<file path="src/sv/kslc_pkg.sv">
// shared types, codes and constants of the keypad lock state controller
package kslc_pkg;

  localparam int TIME_BITS_DEF = 24;
  localparam int CFG_TIME_W    = 24;
  localparam int CFG_DATA_W    = 24;
  localparam int CFG_IDX_W     = 3;

  localparam logic [7:0] FAIL_MAX        = 8'd255;
  localparam logic [7:0] LED_FULL        = 8'd255;
  localparam logic [7:0] LED_AMBER_GREEN = 8'd80;

  // configuration reset values
  localparam logic [CFG_TIME_W-1:0] AUTO_LOCK_RST   = 24'd5000;
  localparam logic [CFG_TIME_W-1:0] ALARM_TIME_RST  = 24'd10000;
  localparam logic [7:0]            FAIL_LIMIT_RST  = 8'd3;
  localparam logic                  MANUAL_RST      = 1'b0;
  localparam logic [CFG_TIME_W-1:0] FB_TIME_RST     = 24'd1000;
  localparam logic [CFG_TIME_W-1:0] KEY_FB_TIME_RST = 24'd200;

  typedef enum logic [CFG_IDX_W-1:0] {
    CFG_AUTO_LOCK   = 3'd0,
    CFG_ALARM_TIME  = 3'd1,
    CFG_FAIL_LIMIT  = 3'd2,
    CFG_MANUAL_MODE = 3'd3,
    CFG_FB_TIME     = 3'd4,
    CFG_KEY_FB_TIME = 3'd5
  } cfg_idx_t;

  typedef enum logic [2:0] {
    OP_TICK     = 3'd0,
    OP_R_LOCK   = 3'd1,
    OP_R_UNLOCK = 3'd2,
    OP_PIN      = 3'd3,
    OP_KEY      = 3'd4,
    OP_CFG      = 3'd5,
    OP_SEC_CFG  = 3'd6
  } opcode_t;

  typedef enum logic [1:0] {
    LS_LOCKED   = 2'd0,
    LS_UNLOCKED = 2'd1,
    LS_ALARM    = 2'd2
  } lock_state_t;

  typedef enum logic [2:0] {
    FB_NONE     = 3'd0,
    FB_R_LOCK   = 3'd1,
    FB_R_UNLOCK = 3'd2,
    FB_CFG      = 3'd3,
    FB_SEC      = 3'd4,
    FB_WRONG    = 3'd5,
    FB_KEY      = 3'd6
  } fb_kind_t;

  typedef struct packed {
    logic [CFG_TIME_W-1:0] auto_lock_time;
    logic [CFG_TIME_W-1:0] alarm_time;
    logic [7:0]            fail_limit;
    logic                  manual_mode;
    logic [CFG_TIME_W-1:0] feedback_time;
    logic [CFG_TIME_W-1:0] key_feedback_time;
  } cfg_t;

  typedef struct packed {
    logic [2:0] opcode;
    logic       pin_ok;
  } in_word_t;

  typedef struct packed {
    logic [1:0] lock_state;
    logic [2:0] feedback_kind;
    logic [7:0] led_red;
    logic [7:0] led_green;
    logic [7:0] led_blue;
    logic       blink;
    logic [7:0] fail_count;
  } out_word_t;

  // indicator colour: alarm first, then feedback, then lock state
  function automatic logic [23:0] led_colour(lock_state_t ls, fb_kind_t fb);
    logic [7:0] r;
    logic [7:0] g;
    logic [7:0] b;
    r = '0;
    g = '0;
    b = '0;
    if (ls == LS_ALARM) begin
      r = LED_FULL;
    end else begin
      case (fb)
        FB_R_LOCK:   r = LED_FULL;
        FB_R_UNLOCK: g = LED_FULL;
        FB_CFG: begin
          g = LED_FULL;
          b = LED_FULL;
        end
        FB_SEC: begin
          r = LED_FULL;
          g = LED_FULL;
        end
        FB_WRONG: begin
          r = LED_FULL;
          g = LED_AMBER_GREEN;
        end
        FB_KEY: begin
          r = LED_FULL;
          g = LED_FULL;
          b = LED_FULL;
        end
        default: begin
          if (ls == LS_LOCKED) r = LED_FULL;
          else if (ls == LS_UNLOCKED) g = LED_FULL;
        end
      endcase
    end
    return {r, g, b};
  endfunction

endpackage

</file>
<file path="src/sv/kslc_cfg_regs.sv">
// configuration register file of the keypad lock controller
module kslc_cfg_regs
  import kslc_pkg::*;
(
  input  logic                  clk,
  input  logic                  rst,
  input  logic                  cfg_wr_en,
  input  logic [CFG_IDX_W-1:0]  cfg_index,
  input  logic [CFG_DATA_W-1:0] cfg_data,
  output cfg_t                  cfg
);

  always_ff @(posedge clk) begin
    if (rst) begin
      cfg.auto_lock_time    <= AUTO_LOCK_RST;
      cfg.alarm_time        <= ALARM_TIME_RST;
      cfg.fail_limit        <= FAIL_LIMIT_RST;
      cfg.manual_mode       <= MANUAL_RST;
      cfg.feedback_time     <= FB_TIME_RST;
      cfg.key_feedback_time <= KEY_FB_TIME_RST;
    end else if (cfg_wr_en) begin
      unique case (cfg_index)
        CFG_AUTO_LOCK:   cfg.auto_lock_time    <= cfg_data[CFG_TIME_W-1:0];
        CFG_ALARM_TIME:  cfg.alarm_time        <= cfg_data[CFG_TIME_W-1:0];
        CFG_FAIL_LIMIT:  cfg.fail_limit        <= cfg_data[7:0];
        CFG_MANUAL_MODE: cfg.manual_mode       <= cfg_data[0];
        CFG_FB_TIME:     cfg.feedback_time     <= cfg_data[CFG_TIME_W-1:0];
        CFG_KEY_FB_TIME: cfg.key_feedback_time <= cfg_data[CFG_TIME_W-1:0];
        default: ;
      endcase
    end
  end

endmodule

</file>
<file path="src/sv/kslc_core.sv">
// lock state registers, event update and result word formation
module kslc_core
  import kslc_pkg::*;
#(
  parameter int TIME_BITS = TIME_BITS_DEF
) (
  input  logic      clk,
  input  logic      rst,
  input  logic      accept,
  input  in_word_t  in_word,
  input  cfg_t      cfg,
  output out_word_t result
);

  // compare width covers both the counters and the configured durations
  localparam int CW = (TIME_BITS > CFG_TIME_W) ? TIME_BITS : CFG_TIME_W;
  localparam logic [TIME_BITS-1:0] T_MAX = '1;

  lock_state_t          lock_state, lock_state_next;
  fb_kind_t             feedback, feedback_next;
  logic [7:0]           fail_counter, fail_counter_next;
  logic [TIME_BITS-1:0] fb_elapsed, fb_elapsed_next;
  logic [TIME_BITS-1:0] unlock_elapsed, unlock_elapsed_next;
  logic [TIME_BITS-1:0] alarm_elapsed, alarm_elapsed_next;

  logic [TIME_BITS-1:0] fb_inc, unlock_inc, alarm_inc;
  logic [CFG_TIME_W-1:0] fb_dur;
  logic [7:0]           fail_inc;
  logic [23:0]          rgb;

  always_comb begin
    fb_inc     = (fb_elapsed == T_MAX) ? T_MAX : fb_elapsed + TIME_BITS'(1);
    unlock_inc = (unlock_elapsed == T_MAX) ? T_MAX : unlock_elapsed + TIME_BITS'(1);
    alarm_inc  = (alarm_elapsed == T_MAX) ? T_MAX : alarm_elapsed + TIME_BITS'(1);
    fb_dur     = (feedback == FB_KEY) ? cfg.key_feedback_time : cfg.feedback_time;
    fail_inc   = (fail_counter == FAIL_MAX) ? fail_counter : fail_counter + 8'd1;

    lock_state_next     = lock_state;
    feedback_next       = feedback;
    fail_counter_next   = fail_counter;
    fb_elapsed_next     = fb_elapsed;
    unlock_elapsed_next = unlock_elapsed;
    alarm_elapsed_next  = alarm_elapsed;

    case (opcode_t'(in_word.opcode))
      OP_TICK: begin
        fb_elapsed_next     = fb_inc;
        unlock_elapsed_next = unlock_inc;
        alarm_elapsed_next  = alarm_inc;
        if (feedback != FB_NONE && CW'(fb_inc) >= CW'(fb_dur))
          feedback_next = FB_NONE;
        if (lock_state == LS_UNLOCKED && !cfg.manual_mode &&
            CW'(unlock_inc) >= CW'(cfg.auto_lock_time))
          lock_state_next = LS_LOCKED;
        if (lock_state == LS_ALARM && CW'(alarm_inc) >= CW'(cfg.alarm_time))
          lock_state_next = LS_LOCKED;
      end
      OP_R_LOCK: begin
        if (lock_state != LS_ALARM) begin
          lock_state_next = LS_LOCKED;
          feedback_next   = FB_R_LOCK;
          fb_elapsed_next = '0;
        end
      end
      OP_R_UNLOCK: begin
        if (lock_state != LS_ALARM) begin
          lock_state_next     = LS_UNLOCKED;
          unlock_elapsed_next = '0;
          feedback_next       = FB_R_UNLOCK;
          fb_elapsed_next     = '0;
        end
      end
      OP_PIN: begin
        if (lock_state != LS_ALARM) begin
          if (in_word.pin_ok) begin
            fail_counter_next   = '0;
            lock_state_next     = LS_UNLOCKED;
            unlock_elapsed_next = '0;
          end else if (fail_inc >= cfg.fail_limit) begin
            lock_state_next    = LS_ALARM;
            alarm_elapsed_next = '0;
            fail_counter_next  = '0;
            feedback_next      = FB_NONE;
          end else begin
            fail_counter_next = fail_inc;
            feedback_next     = FB_WRONG;
            fb_elapsed_next   = '0;
          end
        end
      end
      OP_KEY: begin
        if (feedback == FB_NONE || feedback == FB_KEY) begin
          feedback_next   = FB_KEY;
          fb_elapsed_next = '0;
        end
      end
      OP_CFG: begin
        feedback_next   = FB_CFG;
        fb_elapsed_next = '0;
      end
      OP_SEC_CFG: begin
        feedback_next   = FB_SEC;
        fb_elapsed_next = '0;
      end
      default: ;
    endcase

    rgb = led_colour(lock_state_next, feedback_next);
    result.lock_state    = lock_state_next;
    result.feedback_kind = feedback_next;
    result.led_red       = rgb[23:16];
    result.led_green     = rgb[15:8];
    result.led_blue      = rgb[7:0];
    result.blink         = (lock_state_next == LS_ALARM) || (feedback_next != FB_NONE);
    result.fail_count    = fail_counter_next;
  end

  always_ff @(posedge clk) begin
    if (rst) begin
      lock_state     <= LS_LOCKED;
      feedback       <= FB_NONE;
      fail_counter   <= '0;
      fb_elapsed     <= '0;
      unlock_elapsed <= '0;
      alarm_elapsed  <= '0;
    end else if (accept) begin
      lock_state     <= lock_state_next;
      feedback       <= feedback_next;
      fail_counter   <= fail_counter_next;
      fb_elapsed     <= fb_elapsed_next;
      unlock_elapsed <= unlock_elapsed_next;
      alarm_elapsed  <= alarm_elapsed_next;
    end
  end

endmodule

</file>
<file path="src/sv/kslc_out_buf.sv">
// result register with skid entry
module kslc_out_buf
  import kslc_pkg::*;
(
  input  logic      clk,
  input  logic      rst,
  input  logic      push,
  input  out_word_t push_word,
  output logic      full,
  output logic      out_valid,
  input  logic      out_stall,
  output out_word_t out_data
);

  logic      skid_valid;
  out_word_t skid_word;
  logic      take;

  assign take = out_valid && !out_stall;
  assign full = skid_valid;

  always_ff @(posedge clk) begin
    if (rst) begin
      out_valid  <= 1'b0;
      skid_valid <= 1'b0;
    end else if (take) begin
      if (skid_valid) begin
        out_data   <= skid_word;
        skid_valid <= 1'b0;
      end else if (push) begin
        out_data <= push_word;
      end else begin
        out_valid <= 1'b0;
      end
    end else if (push) begin
      if (!out_valid) begin
        out_data  <= push_word;
        out_valid <= 1'b1;
      end else begin
        skid_word  <= push_word;
        skid_valid <= 1'b1;
      end
    end
  end

endmodule

</file>
<file path="src/sv/keypad_lock_state_controller.sv">
// top level of the keypad lock state controller
//
// event-driven lock controller: each input word carries one event (millisecond
// tick, remote lock, remote unlock, pin attempt with its pass bit, key press,
// or one of two configuration notices) and produces exactly one output word
// with the lock state, feedback kind, indicator colour, blink flag and the
// wrong-pin count after that event
// input channel: in_valid / in_stall / in_data, output channel: out_valid /
// out_stall / out_data; a word moves when valid is high and stall low
// the result word is formed combinationally and registered in the output stage
// throughput is one word per cycle while in_stall stays low
// a two-entry output stage (result register plus skid entry) lets a new word
// in while a finished result is still waiting; in_stall rises only once both
// entries hold results, so a stalled receiver backs up after two words
// configuration writes land on the next edge; the user must make them only while idle (not enforced)
// reset: lock locked, no feedback, counters cleared, timings at defaults
module keypad_lock_state_controller
  import kslc_pkg::*;
#(
  parameter int TIME_BITS = TIME_BITS_DEF
) (
  input  logic                  clk,
  input  logic                  rst,
  input  logic                  in_valid,
  output logic                  in_stall,
  input  in_word_t              in_data,
  output logic                  out_valid,
  input  logic                  out_stall,
  output out_word_t             out_data,
  input  logic                  cfg_wr_en,
  input  logic [CFG_IDX_W-1:0]  cfg_index,
  input  logic [CFG_DATA_W-1:0] cfg_data
);

  cfg_t      cfg;
  out_word_t result;
  logic      buf_full;
  logic      accept;

  // stall only when both output entries are occupied
  assign in_stall = buf_full;
  assign accept   = in_valid && !buf_full;

  // timing and limit registers
  kslc_cfg_regs u_cfg (
    .clk       (clk),
    .rst       (rst),
    .cfg_wr_en (cfg_wr_en),
    .cfg_index (cfg_index),
    .cfg_data  (cfg_data),
    .cfg       (cfg)
  );

  // state machine, elapsed counters and result formation
  kslc_core #(
    .TIME_BITS (TIME_BITS)
  ) u_core (
    .clk     (clk),
    .rst     (rst),
    .accept  (accept),
    .in_word (in_data),
    .cfg     (cfg),
    .result  (result)
  );

  // registered output with skid entry
  kslc_out_buf u_out (
    .clk       (clk),
    .rst       (rst),
    .push      (accept),
    .push_word (result),
    .full      (buf_full),
    .out_valid (out_valid),
    .out_stall (out_stall),
    .out_data  (out_data)
  );

endmodule

</file>
<file path="config.mk">
export PLATFORM = sky130hd
export DESIGN_NAME = keypad_lock_state_controller
export DESIGN_NICKNAME = d
export VERILOG_FILES = /design/src/sv/kslc_pkg.sv /design/src/sv/kslc_cfg_regs.sv /design/src/sv/kslc_core.sv /design/src/sv/kslc_out_buf.sv /design/src/sv/keypad_lock_state_controller.sv
export SDC_FILE = /design/constraint.sdc
export NUM_CORES = 1
export LEC_CHECK = 0
export BUFFER_PORTS_ARGS = -buffer_cell sky130_fd_sc_hd__clkbuf_2
export CAP_MARGIN = 20
export CORE_UTILIZATION = 42
export CTS_CLUSTER_SIZE = 28
export DETAILED_ROUTE_END_ITERATION = 12
export SKIP_CTS_REPAIR_TIMING = 1
export SLEW_MARGIN = 20
export SYNTH_ARGS = -nofsm -noshare
export SYNTH_HDL_FRONTEND = slang
export SYNTH_SLANG_ARGS = --single-unit
</file>
<file path="constraint.sdc">
create_clock -name clk -period 10.3 [get_ports clk]
set_input_delay 1.545 -clock clk [delete_from_list [all_inputs] [get_ports clk]]
set_output_delay 1.545 -clock clk [all_outputs]
set_load 0.02 [all_outputs]
</file>
* Word-level counts from Yosys, hierarchy flattened *
Cells that the tools add are included.

storage, ports and cells
  register bits = 268
  output and inout port bits = 40

cells by class
  add/subtract/negate cells = 4
  order comparisons = 4
  eq/ne operators = 38
  mux-type cells = 56
  bitwise gates (word level) = 2
  reduce and logical (&&, ||, !) cells = 42

operator list
  cell                                            number
  two-way mux 24 bit                              14
  two-way mux 38 bit                              5
  one-hot mux 24 bit (5 select lines)             1
  two-way mux 8 bit                               12
  adder 24 x 1 -> 24 bit (second input constant)  3
  == test 24 bit (second input constant)          3
  >= comparator 24 bit                            3
  one-hot mux 24 bit (3 select lines)             1
  one-hot mux 24 bit (2 select lines)             1
  == test 3 bit (second input constant)           9
  one-hot mux 8 bit (3 select lines)              1
  two-way mux 3 bit                               7
  one-hot mux 3 bit (7 select lines)              1
  == test 3 x 2 -> 1 bit (second input constant)  6
  one-hot mux 8 bit (2 select lines)              1
  two-way mux 2 bit                               7
  != test 2 bit (second input constant)           7
  AND reduction 2 bit                             7
  != test 2 x 1 -> 1 bit (second input constant)  5
  AND reduction 5 bit                             2
  OR reduction 2 bit                              5
  == test 3 x 1 -> 1 bit (second input constant)  3
  zero test 3 bit                                 3
  nonzero test 3 bit                              3
  other kinds (18)                                36

* Longest topological paths before layout *
  word-level depth = 15
  depth in mapped cells = 21

* Cells and area by module *
A second synthesis with hierarchy kept.

unflattened totals
  cells, all modules = 1626
  area total of the unflattened synthesis = 15223.4 um^2

by module, submodules not included
  module                        instances  cells an instance  area each (um^2)
  kslc_core                     1          1102               8044.0
  kslc_cfg_regs                 1          392                4242.8
  kslc_out_buf                  1          131                2922.8
  keypad_lock_state_controller  1          1                  13.8

* Least setup slack after synthesis *
OpenSTA, ideal clock, no wires.

  kind = register to register
  start point = register u_core.fb_elapsed[0]
  end point = register u_out.out_data[22] (netlist name)
  setup time = 0.260 ns
  arrival time = 4.049 ns
  data required time = 10.040 ns
  slack = 5.991 ns
  cell stages (with the launch flop) = 20
  path buffers = 1
  period minus slack after synthesis = 4.309 ns
  cell sequence = dfxtp_1 ha_1 nand3_2 nor3_2 nand4_1 nor2_1 and2_1 nand4_2 buf_2 nand2_1 ha_1 a2111oi_4 o221ai_2 a311o_1 nor2_1 a211oi_4 inv_2 mux2i_1 o221a_2 mux2_4

RTL lines
  what                      RTL line          source
  start: declaration        kslc_core.sv:22   logic [TIME_BITS-1:0] fb_elapsed, fb_elapsed_next;
  start signal: assignment  kslc_core.sv:130  fb_elapsed <= fb_elapsed_next;

==> results.json <==
{
  "drt.antenna.violating_nets": 0,
  "worst_setup_path_end_kind": "register",
  "crit_chain": "ha_1, nand3_2, nor3_2, nand4_1, nor2_1, and2_1, nand4_2, and2_1, ha_1, nand2b_1, a2111oi_0, nor4_1, o211a_1, nor2_1, o32ai_2, inv_2, or2_2, o21ai_0, o31ai_1",
  "rsz0062_at_grt": "no",
  "clk_path_buf_depth": 3,
  "htree_levels": 1,
  "p_per_area_nw_per_um2": 146.9,
  "crit_required_ns": 10.59,
  "die-area_um2": 31710,
  "ys_top_cells_by_area": "dfxtp_1 (30%), nand2_1 (8.5%), edfxtp_1 (8.3%), ha_1 (8.1%), a21oi_1 (6.5%)",
  "grt_max_degree": 107,
  "ys_types": 74,
  "seq_area_frac_synth_pct": 37.82,
  "grt_use_total_pct": 21.35,
  "fin_area_um2": 14440,
  "drc": 0,
  "critPathMaxStageDelay_ns": 0.55,
  "clk_pin_slew_ns": 0.06,
  "grt_overflow": 0,
  "die_x_um": 178.1,
  "vias": 11224,
  "hold_path_class": "reg -> reg",
  "ir_worst_vdd_mv": 0.1215,
  "crit_path_max_fanout": 25,
  "worstPathArrival_ns": 5.78,
  "first_iter_violations": 775,
  "period_needed_ns": 5.495,
  "start_util_pct": 42.68,
  "wire_per_inst_um": 16.29,
  "dr.pass1.iters": 6,
  "fmax_mhz": 182.0,
  "grt_pass1_vias": 10235,
  "status": "finished, final reports clean",
  "die_h_um": 178.1,
  "startpoint_type": "register",
  "syn-num-nets": 1760,
  "grt_pass1_wl_um": 54300,
  "cts-root-buf": "clkbuf_16",
  "wl_um": 33650,
  "tightest_slew_ns": 1.109,
  "setup_viol": 0,
  "fin_worst_skew_ns": 0.007054,
  "cap_violations": 0,
  "synth_edf_count": 36,
  "synthArstFlopShare_pct": 0,
  "post-route-period-util_pct": 53.35,
  "cts_buffers": 27,
  "slew_headroom_pct": 25.86,
  "crit_path_top_delay_cell": "o32ai_2",
  "nFillCells": 3015,
  "finalSetupTns_ns": 0,
  "diodes": 0,
  "clkLatencyLatePin_ns": 0.54,
  "p_leak_nw": 6.089,
  "clock_sinks": 228,
  "placed_area_um2": 13510,
  "dp_hpwl_um": 23390,
  "core_area_um2": 30510,
  "layout_common_cells": "nand2_1 (295), dfxtp_1 (192), a21oi_1 (170), nor2_1 (149), ha_1 (84)",
  "place.gp.congestion": 0.8217,
  "synth_top_area_share_pct": 29.52,
  "num_rows": 64,
  "ys_warn_count": 0,
  "hold_viol": 0,
  "synth_ff_type": "dfxtp_1",
  "yosysTopAreaCell": "dfxtp_1",
  "placement.io_buffers": 75,
  "layout-drive-gt1-share_pct": 9.940,
  "grt_antenna_before_repair": 0,
  "io_pins": 76,
  "ys_ff_latch": 228,
  "syn_area_per_cell_um2": 7.939,
  "netlist_area_um2": 13020,
  "via_per_inst": 5.433,
  "r2r_slack_ns": 4.81,
  "crit_type": "reg -> reg",
  "tritoncts": "yes",
  "slew_violations": 0,
  "final_nets": 1769,
  "synth_cells": 1640,
  "syn_to_final_growth_pct": 10.92,
  "mostFrequentLayoutCell": "nand2_1"
}
[stage by stage]
| stage | cells | hold WS, ns | power, mW | setup slack [ns] | utilization (%) |
|---|---|---|---|---|---|
| floorplan | 1640 | 0.4329 | 1.103 | 5.991 | - |
| global placement | 2016 | 0.4401 | 1.155 | 4.995 | 44.29 |
| detailed placement | 2016 | 0.4460 | 1.158 | 4.885 | 44.29 |
| CTS | 2066 | 0.4540 | 2.141 | 4.845 | 47.31 |
| global route | 2066 | 0.4677 | 2.208 | 4.153 | 47.33 |
| finish | 2066 | 0.4538 | 2.122 | 4.805 | 47.33 |
[worst paths after layout]
path,start,to,cells past startpoint
hold reg to reg,u_cfg.cfg[14]$_SDFFE_PP0P_,u_cfg.cfg[14]$_SDFFE_PP0P_,2
hold / removal,u_cfg.cfg[14]$_SDFFE_PP0P_,u_cfg.cfg[14]$_SDFFE_PP0P_,2
setup / recovery,u_core.fb_elapsed[0]$_SDFFE_PP0P_,u_out.out_data[23]$_DFFE_PP_,19
setup reg to reg,u_core.fb_elapsed[0]$_SDFFE_PP0P_,u_out.out_data[23]$_DFFE_PP_,19
[power breakdown]
group	leakage [nW]	internal (mW)	switching [mW]
Clock	0.460	0.602	0.381
Sequential	1.89	0.930	0.0157
Combinational	3.74	0.0643	0.129
Total	6.09	1.60	0.526
[layout make-up]
cell class,instances,area (um2),area share [%]
clock buffer,43,832.0,5.762
clock inverter,7,90.09,0.6238
inverter,74,277.8,1.923
multi-input combinational,1230,7338,50.81
sequential,228,4925,34.10
tap,396,495.5,3.431
timing repair buffer,88,483.0,3.344
[registers in the layout (all words and copies together) (netlist names)]
register,cells
u_cfg.cfg,105
u_core.alarm_elapsed,24
u_core.fail_counter,8
u_core.fb_elapsed,24
u_core.feedback,3
u_core.lock_state,2
u_core.unlock_elapsed,24
u_out.full,1
u_out.out_data,18
u_out.out_valid,1
u_out.skid_word,18
[cells in the mapped netlist, types with 5 or more instances]
library cell	count
o21ai_0	83
nor2b_1	22
edfxtp_1	36
a22oi_1	41
nand3_1	57
a211oi_1	11
nand2b_1	14
ha_1	84
and2_1	5
nand4_1	14
o22ai_1	5
a21oi_1	170
clkbuf_1	67
inv_1	72
buf_2	13
a211o_1	13
a21o_1	16
mux2i_1	35
dfxtp_1	192
nor4_1	5
and3_1	22
nand2_1	295
buf_4	21
xnor2_1	31
a31oi_1	9
nor3_1	32
xor2_1	25
nor2_1	151
nand3b_1	10
mux2_2	9
[worst max-delay path: cells and delay by family (launching register included)]
| kind | cells | cell delay [ns] |
|---|---|---|
| and+or+nand+nor | 11 | 2.96 |
| AOI/OAI and AO/OA | 5 | 1.21 |
| adders and majority gates | 2 | 0.53 |
| DFF | 1 | 0.39 |
| buffers and inverters | 1 | 0.14 |
[per-layer routing]
layer	wire length, um	track usage (%)	vias to the layer above
met5	0	0	-
met4	545	4.380	0
met3	1744	2.685	37
met2	15200	34.48	255
met1	16160	30.32	5230
li1	-	-	5702
[logic make-up after synthesis]
group | share of synthesized area, %
XOR/XNOR | 3.767
AO/OA/AOI/OAI | 18.18
buffers and inverters | 6.054
flip-flops | 37.82
multiplexers | 3.584
adder cells (fa/ha/maj) | 8.072
AND/OR/NAND/NOR | 22.52
Note: power is estimated with default switching activity, not from simulation.
